`config.mk`:
```
export PLATFORM = sky130hd
export DESIGN_NAME = websocket_frame_deframer_unit
export DESIGN_NICKNAME = d
export VERILOG_FILES = /design/src/rtl/wsd_pkg.sv /design/src/rtl/wsd_parser.sv /design/src/rtl/websocket_frame_deframer_unit.sv
export SDC_FILE = /design/constraint.sdc
export NUM_CORES = 1
export LEC_CHECK = 0
export BUFFER_PORTS_ARGS = -buffer_cell sky130_fd_sc_hd__buf_2
export CAP_MARGIN = 20
export CORE_AREA = 3 3 128 155
export CTS_CLUSTER_DIAMETER = 120
export DETAILED_ROUTE_END_ITERATION = 8
export DIE_AREA = 0 0 131 158
export MAX_ROUTING_LAYER = met4
export PLACE_DENSITY = 0.78
export SYNTH_ARGS = -nofsm -noshare
export SYNTH_HDL_FRONTEND = slang
export SYNTH_HIERARCHICAL = 1
export SYNTH_SLANG_ARGS = --single-unit
export TNS_END_PERCENT = 30
```
`constraint.sdc`:
```
create_clock -name clk_i -period 9 [get_ports clk_i]
set_clock_uncertainty 0.2 [all_clocks]
set_input_delay 0.9 -clock clk_i [delete_from_list [all_inputs] [get_ports clk_i]]
set_output_delay 0.9 -clock clk_i [all_outputs]
set_load 0.005 [all_outputs]
```
`src/rtl/wsd_pkg.sv`:
```
// Package for the WebSocket frame deframer: parser phase encoding, result
// kinds, error codes, header constants and the per-byte result struct.
// Has no dependencies; every other file of the block imports it.
package wsd_pkg;

  // Length codes in the second header byte that select an extended length.
  localparam logic [6:0] LEN_EXT16 = 7'd126;
  localparam logic [6:0] LEN_EXT64 = 7'd127;

  // Index of the last byte of each multi-byte header field.
  localparam logic [2:0] LEN16_LAST = 3'd1;
  localparam logic [2:0] LEN64_LAST = 3'd7;
  localparam int unsigned MASK_KEY_BYTES = 4;
  localparam logic [2:0] MASK_LAST = 3'(MASK_KEY_BYTES - 1);

  // Parser phases, one-hot.
  typedef enum logic [5:0] {
    PH_B0    = 6'b000001,
    PH_B1    = 6'b000010,
    PH_LEN16 = 6'b000100,
    PH_LEN64 = 6'b001000,
    PH_MASK  = 6'b010000,
    PH_DATA  = 6'b100000
  } phase_e;

  typedef enum logic [1:0] {
    KIND_HDR  = 2'd0,
    KIND_DATA = 2'd1,
    KIND_FAIL = 2'd2
  } kind_e;

  typedef enum logic [1:0] {
    ERR_NONE     = 2'd0,
    ERR_RSV_BIT  = 2'd1,
    ERR_RSV_OP   = 2'd2,
    ERR_CTRL_EXT = 2'd3
  } err_e;

  // One result item as it leaves the parser.
  typedef struct packed {
    kind_e       kind;
    logic [7:0]  data;
    logic [3:0]  opcode;
    logic        fin;
    logic        done;
    err_e        err;
  } res_t;

  // Opcodes defined by the protocol: continuation, text, binary, close,
  // ping and pong.
  function automatic logic op_is_defined(input logic [3:0] op);
    return (op <= 4'd2) || ((op >= 4'd8) && (op <= 4'd10));
  endfunction

endpackage

```
`src/rtl/wsd_parser.sv`:
```
// Frame header parser and payload unmasker for the WebSocket deframer.
// Holds the frame state and updates it once for each committed byte.
// Depends on wsd_pkg.
module wsd_parser (
  input  logic           clk_i,
  input  logic           rst_ni,
  input  logic           adv_i,
  input  logic [7:0]     byte_i,
  output wsd_pkg::res_t  res_o
);
  import wsd_pkg::*;

  phase_e      phase_q,   phase_d;
  logic [3:0]  opcode_q,  opcode_d;
  logic        fin_q,     fin_d;
  logic        masked_q,  masked_d;
  logic [63:0] len_q,     len_d;
  logic [63:0] cnt_q,     cnt_d;
  logic [2:0]  hbc_q,     hbc_d;
  logic [31:0] key_q,     key_d;
  logic        failed_q,  failed_d;
  err_e        err_q,     err_d;

  logic [6:0]  len7;
  logic [3:0]  op;
  logic [63:0] cnt_inc;
  logic [7:0]  key_byte;
  kind_e       kind;
  logic [7:0]  data;
  logic        done;

  assign len7    = byte_i[6:0];
  assign op      = byte_i[3:0];
  assign cnt_inc = cnt_q + 64'd1;

  // Key bytes are used first byte first, cycling every four payload bytes.
  always_comb begin
    case (cnt_q[1:0])
      2'd0:    key_byte = key_q[31:24];
      2'd1:    key_byte = key_q[23:16];
      2'd2:    key_byte = key_q[15:8];
      default: key_byte = key_q[7:0];
    endcase
  end

  always_comb begin
    phase_d  = phase_q;
    opcode_d = opcode_q;
    fin_d    = fin_q;
    masked_d = masked_q;
    len_d    = len_q;
    cnt_d    = cnt_q;
    hbc_d    = hbc_q;
    key_d    = key_q;
    failed_d = failed_q;
    err_d    = err_q;
    kind     = KIND_HDR;
    data     = 8'd0;
    done     = 1'b0;

    if (!failed_q) begin
      case (phase_q)
        PH_B1: begin
          masked_d = byte_i[7];
          hbc_d    = 3'd0;
          if ((len7 >= LEN_EXT16) && opcode_q[3]) begin
            failed_d = 1'b1;
            err_d    = ERR_CTRL_EXT;
          end else if (len7 == LEN_EXT16) begin
            len_d   = 64'd0;
            phase_d = PH_LEN16;
          end else if (len7 == LEN_EXT64) begin
            len_d   = 64'd0;
            phase_d = PH_LEN64;
          end else begin
            len_d = {57'd0, len7};
            cnt_d = 64'd0;
            if (byte_i[7]) begin
              phase_d = PH_MASK;
            end else if (len7 == 7'd0) begin
              done    = 1'b1;
              phase_d = PH_B0;
            end else begin
              phase_d = PH_DATA;
            end
          end
        end
        PH_LEN16, PH_LEN64: begin
          len_d = {len_q[55:0], byte_i};
          if (hbc_q >= ((phase_q == PH_LEN16) ? LEN16_LAST : LEN64_LAST)) begin
            hbc_d = 3'd0;
            cnt_d = 64'd0;
            if (masked_q) begin
              phase_d = PH_MASK;
            end else if (len_d == 64'd0) begin
              done    = 1'b1;
              phase_d = PH_B0;
            end else begin
              phase_d = PH_DATA;
            end
          end else begin
            hbc_d = hbc_q + 3'd1;
          end
        end
        PH_MASK: begin
          key_d = {key_q[23:0], byte_i};
          if (hbc_q >= MASK_LAST) begin
            hbc_d = 3'd0;
            cnt_d = 64'd0;
            if (len_q == 64'd0) begin
              done    = 1'b1;
              phase_d = PH_B0;
            end else begin
              phase_d = PH_DATA;
            end
          end else begin
            hbc_d = hbc_q + 3'd1;
          end
        end
        PH_DATA: begin
          kind  = KIND_DATA;
          data  = masked_q ? (byte_i ^ key_byte) : byte_i;
          cnt_d = cnt_inc;
          if (cnt_inc >= len_q) begin
            done    = 1'b1;
            cnt_d   = 64'd0;
            phase_d = PH_B0;
          end
        end
        default: begin
          if (byte_i[6:4] != 3'd0) begin
            failed_d = 1'b1;
            err_d    = ERR_RSV_BIT;
          end else if (!op_is_defined(op)) begin
            failed_d = 1'b1;
            err_d    = ERR_RSV_OP;
          end else begin
            fin_d    = byte_i[7];
            opcode_d = op;
            masked_d = 1'b0;
            len_d    = 64'd0;
            cnt_d    = 64'd0;
            hbc_d    = 3'd0;
            key_d    = 32'd0;
            phase_d  = PH_B1;
          end
        end
      endcase
    end

    if (failed_d) begin
      res_o = '{kind: KIND_FAIL, data: 8'd0, opcode: 4'd0, fin: 1'b0,
                done: 1'b0, err: err_d};
    end else begin
      res_o = '{kind: kind, data: data, opcode: opcode_d, fin: fin_d,
                done: done, err: ERR_NONE};
    end
  end

  always_ff @(posedge clk_i or negedge rst_ni) begin
    if (!rst_ni) begin
      phase_q  <= PH_B0;
      opcode_q <= 4'd0;
      fin_q    <= 1'b0;
      masked_q <= 1'b0;
      len_q    <= 64'd0;
      cnt_q    <= 64'd0;
      hbc_q    <= 3'd0;
      key_q    <= 32'd0;
      failed_q <= 1'b0;
      err_q    <= ERR_NONE;
    end else if (adv_i) begin
      phase_q  <= phase_d;
      opcode_q <= opcode_d;
      fin_q    <= fin_d;
      masked_q <= masked_d;
      len_q    <= len_d;
      cnt_q    <= cnt_d;
      hbc_q    <= hbc_d;
      key_q    <= key_d;
      failed_q <= failed_d;
      err_q    <= err_d;
    end
  end

endmodule

```
`src/rtl/websocket_frame_deframer_unit.sv`:
```
// Top level of the WebSocket frame deframer: input register, parser and
// output register with valid/stall flow control.
// Depends on wsd_pkg and wsd_parser.
//
//   Channel  Direction  Handshake               Payload
//   in       input      in_valid_i / in_stall_o  in_byte_i
//   out      output     out_valid_o / out_stall_i kind_o, out_byte_o,
//                                                frame_opcode_o, final_fragment_o,
//                                                frame_done_o, error_code_o
//
// A byte sits in the input register while the parser works on it, and its
// result is loaded into the output register when the byte advances, from
// where it transfers on the output channel. Throughput is one byte per cycle
// while the output does not stall, set by the single parser pass.
// Reset clears the input and output valid flags and returns the parser to
// the first header byte. A stall on the output holds the output register
// and, once the input register is also full, stalls the input channel.
module websocket_frame_deframer_unit (
  input  logic        clk_i,
  input  logic        rst_ni,
  input  logic        in_valid_i,
  output logic        in_stall_o,
  input  logic [7:0]  in_byte_i,
  output logic        out_valid_o,
  input  logic        out_stall_i,
  output logic [1:0]  kind_o,
  output logic [7:0]  out_byte_o,
  output logic [3:0]  frame_opcode_o,
  output logic        final_fragment_o,
  output logic        frame_done_o,
  output logic [1:0]  error_code_o
);
  import wsd_pkg::*;

  logic   in_valid_q, in_valid_d;
  logic [7:0] in_byte_q;
  logic   out_valid_q, out_valid_d;
  res_t   res_q;
  res_t   res;
  logic   adv;
  logic   in_load;

  // The byte in the input register moves on whenever the output register
  // is empty or its result is transferred in this cycle.
  assign adv        = in_valid_q && (!out_valid_q || !out_stall_i);
  assign in_stall_o = in_valid_q && !adv;
  assign in_load    = in_valid_i && !in_stall_o;

  always_comb begin
    in_valid_d = in_valid_q;
    if (in_load) begin
      in_valid_d = 1'b1;
    end else if (adv) begin
      in_valid_d = 1'b0;
    end
    out_valid_d = out_valid_q;
    if (adv) begin
      out_valid_d = 1'b1;
    end else if (out_valid_q && !out_stall_i) begin
      out_valid_d = 1'b0;
    end
  end

  always_ff @(posedge clk_i or negedge rst_ni) begin
    if (!rst_ni) begin
      in_valid_q  <= 1'b0;
      out_valid_q <= 1'b0;
    end else begin
      in_valid_q  <= in_valid_d;
      out_valid_q <= out_valid_d;
    end
  end

  // Payload registers carry no reset; they are qualified by the valid flags.
  always_ff @(posedge clk_i) begin
    if (in_load) begin
      in_byte_q <= in_byte_i;
    end
    if (adv) begin
      res_q <= res;
    end
  end

  // The parser commits its state only when the byte actually advances, so
  // a held byte is never parsed twice.
  wsd_parser u_parser (
    .clk_i  (clk_i),
    .rst_ni (rst_ni),
    .adv_i  (adv),
    .byte_i (in_byte_q),
    .res_o  (res)
  );

  assign out_valid_o      = out_valid_q;
  assign kind_o           = res_q.kind;
  assign out_byte_o       = res_q.data;
  assign frame_opcode_o   = res_q.opcode;
  assign final_fragment_o = res_q.fin;
  assign frame_done_o     = res_q.done;
  assign error_code_o     = res_q.err;

endmodule

```
==> metrics.txt <==
RSZ-0062 raised after global routing no; DR DRC count 0; met3 Resource Use GR 0.0368; die area 20700 um2; Worst R2R Path Depth 15; Yosys cell types 63; Setup CP Type flip-flop to flip-flop; total clock sinks 206; Fmax 0.173 GHz; crit path max fanout 30; final WL slightly below 30 mm; reg-to-reg startpoint u_parser/cnt_q[0]; Synth top cells by count 227 x nand2_1, 179 x dfrtp_1, 92 x inv_1; crit path capture type flip-flop; Synth Warn # 6; Max clock buf depth 3; crit path DAT 5910 ps; met2 Usage GRT 0.482; final hold vios 0; via count 9781; Yosys top cell by area dfrtp_1; Max IR drop VDD between 0.2 and 0.25 mV; Initial Utilization 0.652; Die Span Y 158 um; filler cell count 1394; hold-fix buffers at CTS 0; Area Overhead vs Synth 9.02%; Critical Path RT between 9000 and 10000 ps; Resized Gates After CTS 0; total power 2.11 mW; Startpoint Class flip-flop; Final GP Congestion 0.934; Layout Utilization 0.711; gr usage total 0.299; initial antenna violation count 0; Max-cap violations 0; R2R Setup Slk 3220 ps; CTS tree yes; diode count 0; pin count of the biggest net entering global routing 111; hold_ws 17.7 ps; grt met1 use 0.395; reg2reg end u_parser/cnt_q[12]; fin nets 1390; status finished, final reports clean; final setup fails 0; grt ovf 0; end of the critical path u_parser/cnt_q[12]; class of the worst hold path primary input to asynchronous set/reset pin; Tightest Pin Transition 1090 ps; post-synth top area share 0.375; total negative slack 0 ps; HPWL after DPL 20.0 mm; Synth Flop Type dfrtp_1; LEAKAGE 5.65 nW; Boundary Pins 32; worst slack, placed 3380 ps; max-slew violations 0; Syn Nets 1392; H-tree depth reported by CTS 1; crit path from u_parser/cnt_q[0]; Routed WL per cell 18.7 um; busiest grt layer met2; clock latency on the worst-skew pair 510 ps; Final Cycle Share 0.642; Port Buffer Count 31; Synth Cell Area between 10000 and 15000 um2; syn avg cell area 9.14 um2; first-pass GRT wire length roughly 48 mm; CTS root buf clkbuf_16; Period minus WS final 5780 ps; share of cells above drive strength 1 0.0802; Reg clk slew, reported paths about 60 ps; top-count cell post-synth nand2_1; Routed Antenna Nets 0; core box area 18300 um2; post-synthesis sequential area ratio 0.443; vias per cell between 6 and 7; row count 54; Rel. slew slack 0.274; synthesis-stage register bit count 206; vias in the first global route 9386; Area contributors post-synth dfrtp_1 37%, ha_1 7.6%, nand2_1 7.1%; die width 131 um; Final WS setup 3220 ps; 1st-iter DRT viols about 750; Post-CTS Setup Inserts 0; 1st-pass router iterations 6; CTS buffer count 23; power density over the cells 162 nW/um2; async set-or-reset flop fraction in the synthesized netlist 0.874; EDFF count, synth 26; Post-Syn Instances 1307
## worst max-delay path, stage by stage (launching register included)
cell and delay [ps]:
dfrtp_1 480, ha_1 320, nand4_1 250, nor4_4 570, nand4_1 430, or3_1 550
nor2_1 160, xor2_1 80, ha_1 320, nand4_1 130, nor2_1 130, a221oi_1 80
a2111oi_0 680, nor3_2 120, nand2_1 830, o21ai_0 270
## placed cells by master, fill, tap and decap left out, drive strengths merged, types with 15 or more instances in the layout
| cell type | instances |
|---|---|
| xnor2 | 39 |
| nor4 | 27 |
| clkbuf | 34 |
| o31ai | 57 |
| nor2 | 67 |
| nor3 | 29 |
| a21oi | 42 |
| nand2 | 227 |
| and4 | 17 |
| a22o | 32 |
| buf | 43 |
| edfxtp | 26 |
| dfrtp | 179 |
| nand3 | 48 |
| ha | 73 |
| inv | 93 |
| o22ai | 15 |
| xor2 | 29 |
| and3 | 16 |
| nand4 | 33 |
| o21ai | 66 |
## through the flow
step	cells	instance area [um2]
detailed placement	1531	12200
floorplan	1307	11900
finish	1573	13000
global placement	1531	12200
CTS	1572	13000
global route	1573	13000
## kinds of logic after synthesis
logic type | count (synthesis) | synth area share
adders and majority gates | 73 | 0.0765
and+or+nand+nor | 506 | 0.208
DFF | 206 | 0.443
AOI/OAI and AO/OA | 281 | 0.160
muxes | 11 | 0.00974
buffers and inverters | 162 | 0.0536
xor gates and xnor gates | 68 | 0.0499
## layout make-up
type | count | area, um2 | area share
Sequential cell | 206 | 5290 | 0.406
Tap cell | 252 | 315 | 0.0242
Clock buffer | 34 | 657 | 0.0504
Clock inverter | 7 | 114 | 0.00874
Timing Repair Buffer | 43 | 272 | 0.0208
Inverter | 92 | 345 | 0.0265
Multi-Input combinational cell | 939 | 6030 | 0.463
## where the power goes
| group | internal (mW) | total (mW) | switching, mW | leakage, nW |
|---|---|---|---|---|
| Combinational | 0.0572 | 0.154 | 0.0963 | 2.58 |
| Sequential | 0.971 | 1.00 | 0.0306 | 2.68 |
| Clock | 0.590 | 0.959 | 0.370 | 0.379 |
| Total | 1.62 | 2.11 | 0.497 | 5.65 |
## sequential cells by signal, summed over array words and instances (netlist names), 3 cells and up
| signal | count |
|---|---|
| out_byte_o | 8 |
| in_byte_q | 8 |
| u_parser/key_q | 32 |
| u_parser/opcode_q | 4 |
| u_parser/phase_q | 6 |
| u_parser/hbc_q | 3 |
| frame_opcode_o | 4 |
| u_parser/len_q | 64 |
| u_parser/cnt_q | 64 |
## metal layers
metal	vias to the layer above	wire length, um
li1	4670	-
met1	4707	12500
met2	333	14300
met3	71	1740
met4	0	895
met5	-	0
## worst min-delay path by stage
stage                                     from                    to  cells after the start
after floorplan           u_parser/opcode_q[2]  u_parser/opcode_q[2]                      1
after global placement    u_parser/opcode_q[2]  u_parser/opcode_q[2]                      1
after detailed placement    u_parser/key_q[29]    u_parser/key_q[29]                      1
after CTS                   u_parser/key_q[27]    u_parser/key_q[27]                      1
after global routing                    rst_ni    u_parser/cnt_q[60]                      1
final                                   rst_ni    u_parser/cnt_q[60]                      1
Note: power is estimated with default switching activity, not from simulation.
